<file path="src/rtl/pilot_tone_pll_defines.svh">
// Assertion macros for the pilot tone PLL.
// No dependencies; included by files that carry concurrent assertions.
`ifndef PILOT_TONE_PLL_DEFINES_SVH
`define PILOT_TONE_PLL_DEFINES_SVH
`ifndef ASSERT_OFF
`define PTPLL_ASSERT_IMPLIES(label, clk, rst_n, ante, cons, msg) \
	label: assert property (@(posedge clk) disable iff (!rst_n) (ante) |-> (cons)) \
		else $error(msg);
`define PTPLL_ASSERT_NEXT(label, clk, rst_n, ante, cons, msg) \
	label: assert property (@(posedge clk) disable iff (!rst_n) (ante) |=> (cons)) \
		else $error(msg);
`else
`define PTPLL_ASSERT_IMPLIES(label, clk, rst_n, ante, cons, msg)
`define PTPLL_ASSERT_NEXT(label, clk, rst_n, ante, cons, msg)
`endif
`endif

</file>
<file path="src/rtl/ptpll_pkg.sv">
// Shared types, constants and helpers of the pilot tone PLL.
// No dependencies.
`default_nettype none
package ptpll_pkg;
	localparam int SAMPLE_WIDTH_DEF  = 16;
	localparam int ROM_ADDR_BITS_DEF = 10;
	localparam int PHASE_WIDTH_DEF   = 32;

	localparam int CFG_DATA_W = 32;
	localparam int CFG_IDX_W  = 3;
	localparam int LOCK_W     = 20;
	localparam int MUL_W      = 33;
	localparam int PROD_W     = 2 * MUL_W;

	localparam logic [CFG_IDX_W-1:0] REG_MIN_FREQ   = 3'd0;
	localparam logic [CFG_IDX_W-1:0] REG_MAX_FREQ   = 3'd1;
	localparam logic [CFG_IDX_W-1:0] REG_MIN_SIGNAL = 3'd2;
	localparam logic [CFG_IDX_W-1:0] REG_LOCK_DELAY = 3'd3;
	localparam logic [CFG_IDX_W-1:0] REG_IQ_A1      = 3'd4;
	localparam logic [CFG_IDX_W-1:0] REG_IQ_A2      = 3'd5;
	localparam logic [CFG_IDX_W-1:0] REG_LOOP_B0    = 3'd6;
	localparam logic [CFG_IDX_W-1:0] REG_LOOP_B1    = 3'd7;

	// sine polynomial coefficients, Q16
	localparam logic [16:0] ROM_C0 = 17'd102933;
	localparam logic [16:0] ROM_C1 = 17'd42155;
	localparam logic [16:0] ROM_C2 = 17'd4765;

	typedef struct packed {
		logic signed [31:0]       min_freq;
		logic signed [31:0]       max_freq;
		logic signed [15:0]       min_signal;
		logic        [LOCK_W-1:0] lock_delay;
		logic signed [31:0]       iq_a1;
		logic signed [31:0]       iq_a2;
		logic signed [31:0]       loop_b0;
		logic signed [31:0]       loop_b1;
	} cfg_t;

	typedef struct packed {
		logic busy;
		logic done;
	} core_stat_t;

	function automatic logic signed [31:0] sat32(input logic signed [37:0] v);
		logic signed [37:0] hi;
		logic signed [37:0] lo;
		hi = 38'sh0_7FFF_FFFF;
		lo = -38'sh0_8000_0000;
		if (v > hi)
			return 32'sh7FFF_FFFF;
		else if (v < lo)
			return 32'sh8000_0000;
		else
			return v[31:0];
	endfunction
endpackage
`default_nettype wire

</file>
<file path="src/rtl/ptpll_cfg.sv">
// Configuration register file of the pilot tone PLL.
// Depends on ptpll_pkg.
`default_nettype none
module ptpll_cfg (
	input  wire logic                                 clk,
	input  wire logic                                 arst_n,
	input  wire logic                                 wen,
	input  wire logic [ptpll_pkg::CFG_IDX_W-1:0]      index,
	input  wire logic [ptpll_pkg::CFG_DATA_W-1:0]     wdata,
	output ptpll_pkg::cfg_t                           cfg,
	output logic                                      reload
);
	import ptpll_pkg::*;

	cfg_t cfg_q;
	logic reload_q;

	always_ff @(posedge clk or negedge arst_n) begin
		if (!arst_n) begin
			cfg_q    <= '0;
			reload_q <= 1'b0;
		end else begin
			reload_q <= 1'b0;
			if (wen) begin
				unique case (index)
					REG_MIN_FREQ: begin
						cfg_q.min_freq <= wdata;
						reload_q       <= 1'b1;
					end
					REG_MAX_FREQ: begin
						cfg_q.max_freq <= wdata;
						reload_q       <= 1'b1;
					end
					REG_MIN_SIGNAL: cfg_q.min_signal <= wdata[15:0];
					REG_LOCK_DELAY: cfg_q.lock_delay <= wdata[LOCK_W-1:0];
					REG_IQ_A1:      cfg_q.iq_a1      <= wdata;
					REG_IQ_A2:      cfg_q.iq_a2      <= wdata;
					REG_LOOP_B0:    cfg_q.loop_b0    <= wdata;
					REG_LOOP_B1:    cfg_q.loop_b1    <= wdata;
					default:        cfg_q.loop_b1    <= cfg_q.loop_b1;
				endcase
			end
		end
	end

	assign cfg    = cfg_q;
	assign reload = reload_q;
endmodule
`default_nettype wire

</file>
<file path="config.mk">
export PLATFORM = sky130hd
export DESIGN_NAME = ptpll_cfg
export DESIGN_NICKNAME = d
export VERILOG_FILES = /design/src/rtl/pilot_tone_pll_defines.svh /design/src/rtl/ptpll_pkg.sv /design/src/rtl/ptpll_cfg.sv
export SDC_FILE = /design/constraint.sdc
export NUM_CORES = 1
export LEC_CHECK = 0
export BUFFER_PORTS_ARGS = -buffer_cell sky130_fd_sc_hd__buf_2
export CORE_MARGIN = 10
export CORE_UTILIZATION = 48
export CTS_CLUSTER_SIZE = 8
export DETAILED_ROUTE_END_ITERATION = 10
export PLACE_DENSITY = 0.76
export SLEW_MARGIN = 20
export SYNTH_ARGS = -nofsm -noshare
export SYNTH_HDL_FRONTEND = slang
export SYNTH_SLANG_ARGS = --single-unit
</file>
<file path="constraint.sdc">
create_clock -name clk -period 1.3 [get_ports clk]
set_input_delay 0.325 -clock clk [delete_from_list [all_inputs] [get_ports clk]]
set_output_delay 0.325 -clock clk [all_outputs]
set_load 0.005 [all_outputs]
</file>
## Word level (Yosys, flattened, before mapping)

Index checks and enable logic that the tools add are counted.

| operators by class | value |
|---|---|
| multiply operators | 0 |
| div/mod/pow operators | 0 |
| $add $sub $neg | 0 |
| bitwise gates (word level) | 0 |
| reductions and logical operators | 10 |
| order comparisons | 0 |
| equality and inequality tests | 7 |
| multiplexer cells | 2 |
| shift operators | 0 |

Operators with widths:

| operator | count |
|---|---|
| 2-bit AND reduction | 8 |
| 3-bit equality test (second input constant) | 4 |
| 3-bit by 2-bit equality test with 1-bit output (second input constant) | 2 |
| 3-bit by 1-bit equality test with 1-bit output (second input constant) | 1 |
| 3-bit zero test | 1 |
| 1-bit two-way mux | 2 |
| 2-bit OR reduction | 1 |

| word-level totals | value |
|---|---|
| bits in registers | 229 |
| memory bits (read-only) | 0 |
| bits in writable memories | 0 |
| word-level logic and storage cells | 28 |
| output and inout bits | 229 |
| memories | 0 |
| latch bits | 0 |

## Depth between registers and ports, before layout

| logic depth | value |
|---|---|
| depth after elaboration | 4 |
| gate-level depth with buffers | 5 |

## Worst setup path before layout

OpenSTA, ideal clock, no wires.

| path | value |
|---|---|
| path type | input to register |
| start | input index[0] (netlist bit) |
| end | register cfg_q (netlist bit cfg[199]) |
| path buffers | 2 |
| library setup time | 0.125 ns |
| setup slack | -0.221 ns |
| cell stages on the path | 4 |
| arrival | 1.396 ns |
| path through | buf_4 nor4b_4 buf_6 mux2_2 |

| between the ends | value |
|---|---|
| longest elaborated chain between the ends | 2 |

Ends and longest elaborated chain:

| item | line | source |
|---|---|---|
| start: declaration | ptpll_cfg.sv:8 | `input wire logic [ptpll_pkg::CFG_IDX_W-1:0] index,` |
| 3-bit zero test | ptpll_cfg.sv:25 | `unique case (index)` |
| 2-bit AND reduction (no line) | n/a |  |
| end: declaration | ptpll_cfg.sv:15 | `cfg_t cfg_q;` |

Every way passes these cells.
A chain may end at the register's enable or synchronous reset.

## Final worst setup path

| path | value |
|---|---|
| start | register cfg_q (netlist bit cfg[153]) |
| end | output cfg[153] (netlist bit) |

RTL lines:

| item | line | source |
|---|---|---|
| end: declaration | ptpll_cfg.sv:10 | `output ptpll_pkg::cfg_t cfg,` |

No word-level cell between the ends.

==> reports/summary.md <==
### Run status
* status: complete, but fails checks
* violated checks: setup timing

### Detailed routing
* residual antenna-violating net count after detailed routing: 0
* WL/cell: 21.9 µm
* Routed Wire Length: 25200 µm
* Avg Vias per Cell: 5.15
* DRC errors left: 0
* Iteration-0 DRC Markers: 190
* TritonRoute pass-1 iters: 4
* via total after detailed routing: 5917

### Floorplan
* num ports: 267
* placeable core region: 0.0174 mm²
* initial standard-cell utilization of the core: 0.495
* Die Y: 154 µm
* floorplan die area: 0.0237 mm²
* row cnt: 48
* die width: 154 µm

### Flow run
* maximum capacitance violations: 0

### Layout
* core occupancy in the finished layout: 0.721
* area used by sequential logic in the layout: 0.00573 mm²
* Area Overhead vs Synth: 45.9%
* antenna fix cells: 0
* final net count: 961
* filler-free cell count of the finished design: 1149
* Layout fillers: 1126
* proportion of layout cells with a drive suffix above 1: 0.741
* total area of multi-input combinational cells: 0.00296 mm²
* fin area: 0.0126 mm²

### Synth
* unique cell type count in the Yosys netlist: 14
* combinational family with the most area after synthesis: multiplexers
* sequential area share after synthesis: 0.665
* Synth Area in Compound Gates: 0
* number of nets in the synthesized netlist: 532
* simple-gate area share of the yosys netlist: 0.0115
* most area-hungry cell type in the Yosys netlist: sky130_fd_sc_hd__dfrtp_1
* Mapped Cells: 494
* multiplexer fraction of the synthesized cell area: 0.298
* Post-Synthesis Cell Area: 0.00861 mm²
* Yosys reg bits: 229
* fraction of the mapped netlist area in adder cells: 0
* Avg Inst Size Synth: 17.4 µm²
* fraction of post-synthesis cell area in the top cell type by area: 0.665
* share of the synthesized netlist area taken by xor and xnor gates: 0
* top area cells in the synthesized netlist: sky130_fd_sc_hd__dfrtp_1, sky130_fd_sc_hd__mux2_2, sky130_fd_sc_hd__buf_6, sky130_fd_sc_hd__mux2_1, sky130_fd_sc_hd__buf_2
* number of warning messages in the yosys log: 0

### Setup path
* setup slack on the worst flop-to-flop path: 0.27 ns
* arrival time at the worst endpoint: 1.03 ns
* CP Buf/Inv Count: 1
* Worst path slowest cell: sky130_fd_sc_hd__dfrtp_1
* Critical Setup Path Class: reg -> out
* Critical Path Start Type: flop
* peak per-stage delay on the critical path: 0.41 ns
* gate family responsible for the most delay along the worst path: flip-flops
* highest fanout seen on the critical path: 2
* data required time of the critical path: 0.98 ns
* Critical Path Sink Type: output port
* cell breakdown of the critical path: buf_2

### Power and ir drop
* total power: 22.8 mW
* Comb power frac: 0.252
* Net Sw Frac: 0.253
* maximum resistive drop on vdd: 1230 µV
* internal power of the cells: 17.1 mW
* net switching power of the design: 5.78 mW
* Flop pwr share: 0.421
* relative contribution of the clock network to total power: 0.327
* Power Density: 1820 mW/mm²
* leakage: 6.33 nW

### Timing
* setup violation total in the final timing report: 181
* slew of the pin with the lowest slew margin: 0.329 ns
* crit path setup slack, layout: -0.0534 ns
* Period minus WS final: 1.35 ns
* setup skew after layout: 0 ns
* Max Transition Viols Final: 0
* Tcrit/Tclk final: 1.04
* Setup TNS: -2.80 ns
* relative max-transition margin: 0.781
* unrepaired setup endpoints after global routing: true
* maximum frequency from static timing analysis: 739 MHz
* worst hold slack across all endpoints: 0.150 ns
* Hold Violations, Final: 0

### Global routing
* met3 usage in global routing: 0.0658
* total congestion overflow: 0
* first-pass GRT wire length: 38300 µm
* met1 Use GR: 0.238
* number of global-route vias before repair: 6531
* GRT Overall Usage: 0.201
* number of antenna violations at the first check in global routing: 0
* layer with the highest usage after global routing: met2
* met2 usage in global routing: 0.336
* maximum number of pins on one net before global-route repair: 42

### Placement
* placed inst area: 0.0107 mm²
* final weighted congestion in routability-driven placement: 0.782
* number of buffer cells added on primary ports: 266
* Placement Setup Slack: -0.338 ns
* hpwl dp: 17100 µm
* placed cell count: 984

### CTS
* CTS max path bufs: 3
* Skew-Pair Late Insertion Delay: 0.47 ns
* clock tree root driver cell: sky130_fd_sc_hd__clkbuf_16
* CTS tree: done
* Inserted Clock Buffers: 34
* CTS Sinks: 229
* Worst-path clk slew: 0.05 ns
* H-tree lvl count: 2

### Hold path
* Hold/Removal Path Class: in -> reg

==> final timing paths <==
kind / startpoint / to / depth (start not counted)
worst max-delay path: cfg[153] / cfg[153] / 1
worst max register to register: cfg[167] / cfg[167] / 3
min in group asynchronous: arst_n / cfg[129] / 2
max in group asynchronous: arst_n / cfg[144] / 3
worst min register to register: cfg[214] / cfg[214] / 1
worst min-delay path: wdata[23] / cfg[187] / 2
==> synthesized netlist by cell type (all sizes together) <==
cell    instances
dfrtp         229
mux2          228
buf            27
nand4b          3
and4bb          2
clkbuf          1
nand4           1
nor3b           1
nor4b           1
nor4bb          1
==> logic make-up after synthesis <==
kind of cell	Yosys count
buf+inv	28
flops	229
mux	228
simple gates	9
==> per-layer routing <==
layer  share of wire  vias up  wire (µm)
li1                -     2602          -
met4           0.021        0        530
met2            0.50      235      12700
met3           0.080       45       2020
met5               0        -          0
met1            0.40     3035       9950
==> repair_timing <==
item,4_1_cts,5_1_grt
hold buffers,1,0
setup endpoints to repair,229,229
buffers inserted,72,55
endpoints found under the hold margin,30,0
resized for setup,3,2
==> power groups by stage <==
stage / Sequential, mW / Combinational [mW] / Clock (mW)
3_5_place_dp: 9.70 / 4.46 / 0
6_report: 9.61 / 5.75 / 7.47
2_1_floorplan: 9.70 / 1.80 / 0
4_1_cts: 9.58 / 5.27 / 7.61
5_1_grt: 9.77 / 6.21 / 7.95
3_3_place_gp: 9.61 / 4.34 / 0
==> final cells by class <==
type,instances,share of cell area
well taps,225,0.0224
repair buffers,421,0.215
clock buffers,35,0.0697
flip-flops and latches,229,0.456
multi-input cells,237,0.236
clock inverters,2,0.00110
==> state kept, by name (all words and copies together), names as in the netlist <==
register and flops:
reload 1, cfg 228
==> layout by cell type, fill, tap and decap left out, drive strengths merged <==
| cell | n |
|---|---|
| nand4b | 3 |
| nor4b | 1 |
| mux2 | 228 |
| dlygate4sd3 | 1 |
| nand4 | 1 |
| clkbuf | 35 |
| and4bb | 2 |
| nor4bb | 1 |
| clkinv | 1 |
| buf | 420 |
| nor3b | 1 |
| inv | 1 |
| dfrtp | 229 |
Note: power is estimated with default switching activity, not from simulation.
